File: config.mk
export PLATFORM = sky130hd
export DESIGN_NAME = sha1_byte_stream_hasher
export DESIGN_NICKNAME = d
export VERILOG_FILES = /design/src/design/sha1bsh_pkg.sv /design/src/design/sha1bsh_datapath.sv /design/src/design/sha1bsh_ctrl.sv /design/src/design/sha1_byte_stream_hasher.sv
export SDC_FILE = /design/constraint.sdc
export NUM_CORES = 2
export LEC_CHECK = 0
export CAP_MARGIN = 20
export CORE_MARGIN = 3
export CORE_UTILIZATION = 44
export CTS_CLUSTER_DIAMETER = 50
export DETAILED_ROUTE_END_ITERATION = 8
export DONT_BUFFER_PORTS = 1
export SYNTH_ARGS = -nofsm -noshare
export SYNTH_HDL_FRONTEND = slang
export SYNTH_SLANG_ARGS = --single-unit
File: constraint.sdc
create_clock -name clock -period 45.7 [get_ports clock]
set_input_delay 6.855 -clock clock [delete_from_list [all_inputs] [get_ports clock]]
set_output_delay 6.855 -clock clock [all_outputs]
set_load 0.005 [all_outputs]
File: src/design/sha1bsh_pkg.sv
// Shared types and constants of the SHA-1 byte stream hasher.
package sha1bsh_pkg;

   // Initial chaining values of SHA-1.
   localparam logic [31:0] IV_H0 = 32'h67452301;
   localparam logic [31:0] IV_H1 = 32'hEFCDAB89;
   localparam logic [31:0] IV_H2 = 32'h98BADCFE;
   localparam logic [31:0] IV_H3 = 32'h10325476;
   localparam logic [31:0] IV_H4 = 32'hC3D2E1F0;

   // Round constants, one for each group of twenty rounds.
   localparam logic [31:0] ROUND_K0 = 32'h5A827999;
   localparam logic [31:0] ROUND_K1 = 32'h6ED9EBA1;
   localparam logic [31:0] ROUND_K2 = 32'h8F1BBCDC;
   localparam logic [31:0] ROUND_K3 = 32'hCA62C1D6;

   // Padding marker byte and block geometry.
   localparam logic [7:0] PAD_MARK      = 8'h80;
   localparam logic [5:0] FILL_LAST     = 6'd63;
   localparam logic [5:0] FILL_LEN_POS  = 6'd56;
   localparam logic [6:0] ROUND_LAST    = 7'd79;
   localparam logic [6:0] ROUND_PHASE1  = 7'd20;
   localparam logic [6:0] ROUND_PHASE2  = 7'd40;
   localparam logic [6:0] ROUND_PHASE3  = 7'd60;
   localparam logic [2:0] LEN_BYTE_LAST = 3'd7;
   localparam logic [2:0] WORD_LAST     = 3'd4;

   // Controller states.
   typedef enum logic [2:0] {
      ST_IDLE,
      ST_PAD_MARK,
      ST_PAD_ZERO,
      ST_PAD_LEN,
      ST_ROUND,
      ST_ADD,
      ST_OUT
   } ctrl_state_type;

   // Source of the byte shifted into the block buffer.
   typedef enum logic [1:0] {
      BSEL_DATA,
      BSEL_MARK,
      BSEL_ZERO,
      BSEL_LEN
   } byte_sel_type;

   // Round function group.
   typedef enum logic [1:0] {
      PH_CHOOSE,
      PH_PARITY1,
      PH_MAJORITY,
      PH_PARITY2
   } round_phase_type;

   // Commands from the controller to the datapath.
   typedef struct packed {
      logic            load_byte;
      byte_sel_type    byte_sel;
      logic [2:0]      len_idx;
      logic            count_len;
      logic            round_en;
      logic            round_first;
      round_phase_type phase;
      logic            add_chain;
      logic            hash_init;
      logic [2:0]      word_idx;
   } dp_cmd_type;

   // Status from the datapath to the controller.
   typedef struct packed {
      logic fill_last;
      logic fill_at_len;
   } dp_status_type;

endpackage

File: src/design/sha1bsh_datapath.sv
// Datapath of the SHA-1 hasher: block buffer, length counter, round unit and chaining words.
module sha1bsh_datapath (
   input  logic                    clock,
   input  logic                    reset,
   input  logic [7:0]              data_byte,
   input  sha1bsh_pkg::dp_cmd_type cmd,
   output sha1bsh_pkg::dp_status_type status,
   output logic [31:0]             digest_word
);

   // The 64-byte block is a shift line; during compression it shifts by words
   // and serves as the sixteen-word message schedule, oldest word at the top.
   logic [511:0] buf_ff, buf_in;
   logic [5:0]   fill_ff, fill_in;
   logic [63:0]  len_ff, len_in;
   logic [31:0]  chain_ff [5];
   logic [31:0]  chain_in [5];
   logic [31:0]  work_ff [5];
   logic [31:0]  work_in [5];

   logic [7:0]  byte_val;
   logic [31:0] cur_a, cur_b, cur_c, cur_d, cur_e;
   logic [31:0] f_val, k_val, sched_x, w_next, w_now, t_sum;

   // Byte source selection.
   always_comb begin
      case (cmd.byte_sel)
         sha1bsh_pkg::BSEL_DATA: byte_val = data_byte;
         sha1bsh_pkg::BSEL_MARK: byte_val = sha1bsh_pkg::PAD_MARK;
         sha1bsh_pkg::BSEL_ZERO: byte_val = 8'h00;
         sha1bsh_pkg::BSEL_LEN:  byte_val = len_ff[{~cmd.len_idx, 3'b000} +: 8];
         default:                byte_val = 8'h00;
      endcase
   end

   // Working variables: the first round starts from the chaining words.
   assign cur_a = cmd.round_first ? chain_ff[0] : work_ff[0];
   assign cur_b = cmd.round_first ? chain_ff[1] : work_ff[1];
   assign cur_c = cmd.round_first ? chain_ff[2] : work_ff[2];
   assign cur_d = cmd.round_first ? chain_ff[3] : work_ff[3];
   assign cur_e = cmd.round_first ? chain_ff[4] : work_ff[4];

   // Round function and constant for the current group of rounds.
   always_comb begin
      case (cmd.phase)
         sha1bsh_pkg::PH_CHOOSE: begin
            f_val = (cur_b & cur_c) | (~cur_b & cur_d);
            k_val = sha1bsh_pkg::ROUND_K0;
         end
         sha1bsh_pkg::PH_PARITY1: begin
            f_val = cur_b ^ cur_c ^ cur_d;
            k_val = sha1bsh_pkg::ROUND_K1;
         end
         sha1bsh_pkg::PH_MAJORITY: begin
            f_val = (cur_b & cur_c) | (cur_b & cur_d) | (cur_c & cur_d);
            k_val = sha1bsh_pkg::ROUND_K2;
         end
         sha1bsh_pkg::PH_PARITY2: begin
            f_val = cur_b ^ cur_c ^ cur_d;
            k_val = sha1bsh_pkg::ROUND_K3;
         end
         default: begin
            f_val = cur_b ^ cur_c ^ cur_d;
            k_val = sha1bsh_pkg::ROUND_K3;
         end
      endcase
   end

   // Message schedule: the word in use and the word sixteen rounds ahead.
   assign w_now   = buf_ff[511:480];
   assign sched_x = buf_ff[95:64] ^ buf_ff[255:224] ^ buf_ff[447:416] ^ buf_ff[511:480];
   assign w_next  = {sched_x[30:0], sched_x[31]};
   assign t_sum   = {cur_a[26:0], cur_a[31:27]} + f_val + cur_e + w_now + k_val;

   // Next-state logic of the datapath registers.
   always_comb begin
      buf_in  = buf_ff;
      fill_in = fill_ff;
      len_in  = len_ff;
      for (int i = 0; i < 5; i++) begin
         chain_in[i] = chain_ff[i];
         work_in[i]  = work_ff[i];
      end
      if (cmd.load_byte) begin
         buf_in  = {buf_ff[503:0], byte_val};
         fill_in = fill_ff + 6'd1;
      end
      if (cmd.count_len) begin
         len_in = len_ff + 64'd8;
      end
      if (cmd.round_en) begin
         buf_in     = {buf_ff[479:0], w_next};
         work_in[0] = t_sum;
         work_in[1] = cur_a;
         work_in[2] = {cur_b[1:0], cur_b[31:2]};
         work_in[3] = cur_c;
         work_in[4] = cur_d;
      end
      if (cmd.add_chain) begin
         for (int i = 0; i < 5; i++) begin
            chain_in[i] = chain_ff[i] + work_ff[i];
         end
      end
      if (cmd.hash_init) begin
         fill_in     = 6'd0;
         len_in      = 64'd0;
         chain_in[0] = sha1bsh_pkg::IV_H0;
         chain_in[1] = sha1bsh_pkg::IV_H1;
         chain_in[2] = sha1bsh_pkg::IV_H2;
         chain_in[3] = sha1bsh_pkg::IV_H3;
         chain_in[4] = sha1bsh_pkg::IV_H4;
      end
   end

   // Counters and chaining words are reset; buffer and working words are not.
   always_ff @(posedge clock) begin
      if (reset) begin
         fill_ff     <= 6'd0;
         len_ff      <= 64'd0;
         chain_ff[0] <= sha1bsh_pkg::IV_H0;
         chain_ff[1] <= sha1bsh_pkg::IV_H1;
         chain_ff[2] <= sha1bsh_pkg::IV_H2;
         chain_ff[3] <= sha1bsh_pkg::IV_H3;
         chain_ff[4] <= sha1bsh_pkg::IV_H4;
      end else begin
         fill_ff  <= fill_in;
         len_ff   <= len_in;
         chain_ff <= chain_in;
      end
   end

   always_ff @(posedge clock) begin
      buf_ff  <= buf_in;
      work_ff <= work_in;
   end

   // Status towards the controller.
   assign status.fill_last   = (fill_ff == sha1bsh_pkg::FILL_LAST);
   assign status.fill_at_len = (fill_ff == sha1bsh_pkg::FILL_LEN_POS);

   // Digest word selection.
   always_comb begin
      case (cmd.word_idx)
         3'd0:    digest_word = chain_ff[0];
         3'd1:    digest_word = chain_ff[1];
         3'd2:    digest_word = chain_ff[2];
         3'd3:    digest_word = chain_ff[3];
         3'd4:    digest_word = chain_ff[4];
         default: digest_word = chain_ff[4];
      endcase
   end

endmodule

File: src/design/sha1bsh_ctrl.sv
// Controller of the SHA-1 hasher: request intake, padding sequence, rounds and digest output.
module sha1bsh_ctrl (
   input  logic                       clock,
   input  logic                       reset,
   input  logic                       req_valid,
   input  logic                       has_byte,
   input  logic                       end_of_message,
   output logic                       req_stall,
   output logic                       rsp_valid,
   input  logic                       rsp_stall,
   output logic [2:0]                 word_number,
   output logic                       last_word,
   input  sha1bsh_pkg::dp_status_type status,
   output sha1bsh_pkg::dp_cmd_type    cmd
);

   sha1bsh_pkg::ctrl_state_type state_ff, state_in;
   sha1bsh_pkg::ctrl_state_type ret_ff, ret_in;
   logic [6:0] round_ff, round_in;
   logic [2:0] len_idx_ff, len_idx_in;
   logic [2:0] word_ff, word_in;

   // State and counter registers.
   always_ff @(posedge clock) begin
      if (reset) begin
         state_ff   <= sha1bsh_pkg::ST_IDLE;
         ret_ff     <= sha1bsh_pkg::ST_IDLE;
         round_ff   <= 7'd0;
         len_idx_ff <= 3'd0;
         word_ff    <= 3'd0;
      end else begin
         state_ff   <= state_in;
         ret_ff     <= ret_in;
         round_ff   <= round_in;
         len_idx_ff <= len_idx_in;
         word_ff    <= word_in;
      end
   end

   // Next state and datapath commands.
   always_comb begin
      state_in   = state_ff;
      ret_in     = ret_ff;
      round_in   = round_ff;
      len_idx_in = len_idx_ff;
      word_in    = word_ff;

      cmd             = '0;
      cmd.byte_sel    = sha1bsh_pkg::BSEL_DATA;
      cmd.len_idx     = len_idx_ff;
      cmd.word_idx    = word_ff;
      cmd.round_first = (round_ff == 7'd0);
      if (round_ff < sha1bsh_pkg::ROUND_PHASE1) begin
         cmd.phase = sha1bsh_pkg::PH_CHOOSE;
      end else if (round_ff < sha1bsh_pkg::ROUND_PHASE2) begin
         cmd.phase = sha1bsh_pkg::PH_PARITY1;
      end else if (round_ff < sha1bsh_pkg::ROUND_PHASE3) begin
         cmd.phase = sha1bsh_pkg::PH_MAJORITY;
      end else begin
         cmd.phase = sha1bsh_pkg::PH_PARITY2;
      end

      case (state_ff)
         // Take one request: append its byte if it has one, then compress or start padding.
         sha1bsh_pkg::ST_IDLE: begin
            if (req_valid) begin
               cmd.load_byte = has_byte;
               cmd.count_len = has_byte;
               if (has_byte && status.fill_last) begin
                  state_in = sha1bsh_pkg::ST_ROUND;
                  round_in = 7'd0;
                  ret_in   = end_of_message ? sha1bsh_pkg::ST_PAD_MARK : sha1bsh_pkg::ST_IDLE;
               end else if (end_of_message) begin
                  state_in = sha1bsh_pkg::ST_PAD_MARK;
               end
            end
         end
         // Append the end-of-message marker.
         sha1bsh_pkg::ST_PAD_MARK: begin
            cmd.load_byte = 1'b1;
            cmd.byte_sel  = sha1bsh_pkg::BSEL_MARK;
            if (status.fill_last) begin
               state_in = sha1bsh_pkg::ST_ROUND;
               round_in = 7'd0;
               ret_in   = sha1bsh_pkg::ST_PAD_ZERO;
            end else begin
               state_in = sha1bsh_pkg::ST_PAD_ZERO;
            end
         end
         // Zero bytes up to the length field, spilling into a second block if needed.
         sha1bsh_pkg::ST_PAD_ZERO: begin
            if (status.fill_at_len) begin
               state_in = sha1bsh_pkg::ST_PAD_LEN;
            end else begin
               cmd.load_byte = 1'b1;
               cmd.byte_sel  = sha1bsh_pkg::BSEL_ZERO;
               if (status.fill_last) begin
                  state_in = sha1bsh_pkg::ST_ROUND;
                  round_in = 7'd0;
                  ret_in   = sha1bsh_pkg::ST_PAD_ZERO;
               end
            end
         end
         // Eight length bytes, most significant first, then the final compression.
         sha1bsh_pkg::ST_PAD_LEN: begin
            cmd.load_byte = 1'b1;
            cmd.byte_sel  = sha1bsh_pkg::BSEL_LEN;
            len_idx_in    = len_idx_ff + 3'd1;
            if (len_idx_ff == sha1bsh_pkg::LEN_BYTE_LAST) begin
               state_in = sha1bsh_pkg::ST_ROUND;
               round_in = 7'd0;
               ret_in   = sha1bsh_pkg::ST_OUT;
            end
         end
         // One compression round per cycle.
         sha1bsh_pkg::ST_ROUND: begin
            cmd.round_en = 1'b1;
            round_in     = round_ff + 7'd1;
            if (round_ff == sha1bsh_pkg::ROUND_LAST) begin
               state_in = sha1bsh_pkg::ST_ADD;
            end
         end
         // Fold the working words into the chaining words.
         sha1bsh_pkg::ST_ADD: begin
            cmd.add_chain = 1'b1;
            state_in      = ret_ff;
         end
         // Present the digest one word at a time.
         sha1bsh_pkg::ST_OUT: begin
            if (!rsp_stall) begin
               word_in = word_ff + 3'd1;
               if (word_ff == sha1bsh_pkg::WORD_LAST) begin
                  word_in       = 3'd0;
                  cmd.hash_init = 1'b1;
                  state_in      = sha1bsh_pkg::ST_IDLE;
               end
            end
         end
         default: begin
            state_in = sha1bsh_pkg::ST_IDLE;
         end
      endcase
   end

   // Handshake outputs come straight from the state register.
   assign req_stall   = (state_ff != sha1bsh_pkg::ST_IDLE);
   assign rsp_valid   = (state_ff == sha1bsh_pkg::ST_OUT);
   assign word_number = word_ff;
   assign last_word   = (word_ff == sha1bsh_pkg::WORD_LAST);

endmodule

File: src/design/sha1_byte_stream_hasher.sv
// Top level of the SHA-1 byte stream hasher.
// SHA-1 hasher fed one message byte per request; a request with end_of_message set closes the
// message and the block answers with the five digest words, word 0 (most significant) first,
// then returns to the initial hash state. A request carrying a byte is taken while req_stall is
// low; the request that completes a 64-byte block starts its compression, which runs one round
// per cycle through a single round unit and then adds the chaining words. Closing a message
// takes the marker byte, the zero bytes up to the length field, eight length bytes, one or two
// compressions and five response words. While a block is compressed, padded or the digest is
// presented, req_stall is held high.
module sha1_byte_stream_hasher (
   input  logic        clock,
   input  logic        reset,
   input  logic        req_valid,
   output logic        req_stall,
   input  logic [7:0]  req_data_byte,
   input  logic        req_has_byte,
   input  logic        req_end_of_message,
   output logic        rsp_valid,
   input  logic        rsp_stall,
   output logic [31:0] rsp_digest_word,
   output logic [2:0]  rsp_word_number,
   output logic        rsp_last_word
);

   sha1bsh_pkg::dp_cmd_type    cmd;
   sha1bsh_pkg::dp_status_type status;

   // Sequencing of requests, padding, rounds and output.
   sha1bsh_ctrl u_ctrl (
      .clock          (clock),
      .reset          (reset),
      .req_valid      (req_valid),
      .has_byte       (req_has_byte),
      .end_of_message (req_end_of_message),
      .req_stall      (req_stall),
      .rsp_valid      (rsp_valid),
      .rsp_stall      (rsp_stall),
      .word_number    (rsp_word_number),
      .last_word      (rsp_last_word),
      .status         (status),
      .cmd            (cmd)
   );

   // Block buffer, length, round unit and chaining words.
   sha1bsh_datapath u_datapath (
      .clock       (clock),
      .reset       (reset),
      .data_byte   (req_data_byte),
      .cmd         (cmd),
      .status      (status),
      .digest_word (rsp_digest_word)
   );

`ifndef ASSERT_OFF
   // No request is taken while a digest is being presented.
   assert property (@(posedge clock) disable iff (reset) rsp_valid |-> req_stall)
      else $error("request side open while digest is presented");

   // Digest words follow one another in order.
   assert property (@(posedge clock) disable iff (reset)
      (rsp_valid && !rsp_stall && !rsp_last_word) |=>
         (rsp_valid && (rsp_word_number == $past(rsp_word_number) + 3'd1)))
      else $error("digest word sequence broken");

   // The response ends after the last word is taken.
   assert property (@(posedge clock) disable iff (reset)
      (rsp_valid && !rsp_stall && rsp_last_word) |=> (!rsp_valid && !req_stall))
      else $error("response continues after last digest word");

   // The last word is word four.
   assert property (@(posedge clock) disable iff (reset)
      (rsp_valid && rsp_last_word) |-> (rsp_word_number == 3'd4))
      else $error("last word flagged at wrong position");
`endif

endmodule
==> run metrics <==
Hold WC Path Type flop to flop; # rows around 130; IO Port Bufs 0; Iter 0 DRT Violations between 3k and 4k; Worst R2R Path Depth 28; fmax 0.0880 GHz; WL per Instance 19.1 um; Global Route Usage Sum 21.8%; met3 usage 3.17%; # IOs 52; vias in the first global route about 38k; Net Count, Synth 5,938; slew at the pin with the worst max-slew slack 1300 ps; Pleak 23.4 nW; vias 39.3k; Syn Inst Count about 5.6k; Mapped Area roughly 0.053 mm2; setup bufs post-CTS 0; Hold Slack 457 ps; Yosys reg bits 918; GR Util met2 34.7%; total grt overflow 0; number of fill cells 10.9k; dpl cell area between 0.05 and 0.06 mm2; type of element launching the critical path input port; Post-synth EDFFs roughly 670; global-route wire length before repair 216 mm; largest net degree at the start of global routing 227; total CTS buffers 120; Slew Viols, Final 0; wirelength, routed 138 mm; Layout area overhead 10.4%; Pre-antenna DRT Iters 6; clock skew ~30 ps; Worst setup EP type flop; initial core utilization approximately 45%; Ys Warns 0; CP required 46,020 ps; asr flop ratio synth 0%; die boundary width 352 um; DRC Markers 0; leading cell types in the layout, fill and taps excluded 1,741 x nand2_1, 672 x edfxtp_1, 327 x a21oi_1; Core Region 0.118 mm2; WS Path Type input port to flop; syn_area_per_cell between 9 and 10 um2; MaxCap Viol Count 0; Setup Viol. Count Final 0; Clock Latency Late Sink 720 ps; Top Usage Layer GRT met2; gpl congestion 0.915; ant diodes 0; Hold Crit Start u_ctrl.ret_ff[2]; die footprint 0.124 mm2; Fin Setup TNS 0 ps; GR Util met1 30.9%; NumNets Final 5,843; reg2reg end u_datapath.work_ff[158]; clock sinks 918; Placed Cells between 6k and 7k; # resized after CTS 0; CP arrival 11,680 ps; unrepaired setup endpoints after global routing false; Final period util 24.9%; Vias/cell 5.45; hold path depth 2; reg2reg setup slack 36,570 ps; final worst slack ~34,000 ps; main flop type after synthesis edfxtp_1; post-route cell area 0.0582 mm2; post-synthesis cell type count 80; Max VDD drop 0.0649 mV; Slew headroom a little over an eighth; sequential cell area fraction in the yosys report 47.6%; largest fanout on the critical path 79; DP Worst Slack 33,470 ps; TritonCTS clock tree done; layout cells sized above 1 6.68%; Power Density 83.3 mW/mm2; Clock transition at path regs roughly 60 ps; DP Wirelength 95.1 mm; die height 352 um; Routed Antenna Nets 0; initial antenna violation count 3; fin cells between 7k and 8k; Root Buffer Master clkbuf_16; status complete, no violations; most common cell after layout, fill and taps aside nand2_1; Clock Tree Buf Depth 3; crit path time final between 10,000 and 15,000 ps; Hold Path End u_ctrl.ret_ff[2]; final-report hold violation count 0; reg2reg start u_ctrl.round_ff[0]; Hold-fix buffers, CTS 0; htree depth 3
## worst max-delay path by stage
| stage | from | end | slack [ps] | cells past startpoint |
|---|---|---|---|---|
| after floorplan | req_valid | u_datapath.buf_ff[0] | 22440 | 4 |
| after global placement | req_valid | u_datapath.buf_ff[218] | 33520 | 8 |
| after detailed placement | req_valid | u_datapath.buf_ff[282] | 33470 | 8 |
| after CTS | req_valid | u_datapath.buf_ff[91] | 34230 | 8 |
| after global routing | req_valid | u_datapath.buf_ff[274] | 33920 | 8 |
| final | req_valid | u_datapath.buf_ff[83] | 34340 | 8 |
## critical path, stage by stage
cell and delay [ps]:
nand2_1 110, nor2_8 150, inv_1 90, nand3_4 690
buf_4 880, buf_4 900, buf_4 860, buf_4 900
## report_power, final
| part | internal, mW | total (mW) | switching, mW |
|---|---|---|---|
| clock | 0.569 | 0.951 | 0.382 |
| sequential | 1.48 | 1.68 | 0.195 |
| combinational | 0.865 | 2.22 | 1.36 |
## logic make-up (layout without fill, tap and decap cells)
| group | count (synthesis) | in the layout | share of synthesized area [%] |
|---|---|---|---|
| buffers and inverters | 526 | 536 | 3.79 |
| multiplexers | 194 | 194 | 4.23 |
| AND/OR/NAND/NOR | 2336 | 2336 | 18.3 |
| flip-flops | 918 | 918 | 47.6 |
| AO/OA/AOI/OAI | 1000 | 1000 | 11.7 |
| adder cells (fa/ha/maj) | 322 | 322 | 9.24 |
| XOR/XNOR | 306 | 306 | 5.09 |
## metrics by stage
step	util, %	power (mW)
floorplan	-	3.60
global placement	45.7	3.87
detailed placement	45.7	3.91
CTS	49.1	4.89
global route	49.1	5.24
finish	49.1	4.85
## flip-flops by register name, summed over array words and instances, names as in the netlist
register	count
u_ctrl.len_idx_ff	3
u_ctrl.ret_ff	3
u_ctrl.round_ff	7
u_ctrl.state_ff	3
u_ctrl.word_number	3
u_datapath.buf_ff	512
u_datapath.chain_ff	160
u_datapath.fill_ff	6
u_datapath.len_ff	61
u_datapath.work_ff	160
## metal layers
metal	part of all wire, %	wire length [um]
met5	0.0094	13
met4	2.8	3880
met3	5.3	7280
met2	46	63300
met1	46	63600
## synth_stat cells, types with 99 or more instances
library cell     n  share of area (%)
o21ai_0        216                2.1
nor2_1         224                1.6
xnor2_1        229                3.8
nand2_1       1744                 12
edfxtp_1       672                 38
inv_1          269                1.9
clkbuf_1       230                1.6
dfxtp_1        246                9.3
mux2_2          99                2.1
ha_1           210                5.0
a21oi_1        328                3.1
fa_1           112                4.3
## cell type report
class                   count  area, um2  share of cell area [%]
clock buffers             153       3260                    5.60
clock inverters            74        776                    1.33
inverters                 270       1020                    1.75
multi-input cells        4158      25700                    44.1
flip-flops and latches    918      25100                    43.1
well taps                1600       2000                    3.44
repair buffers             39        339                   0.583
Power figures use the tool's default switching activity.
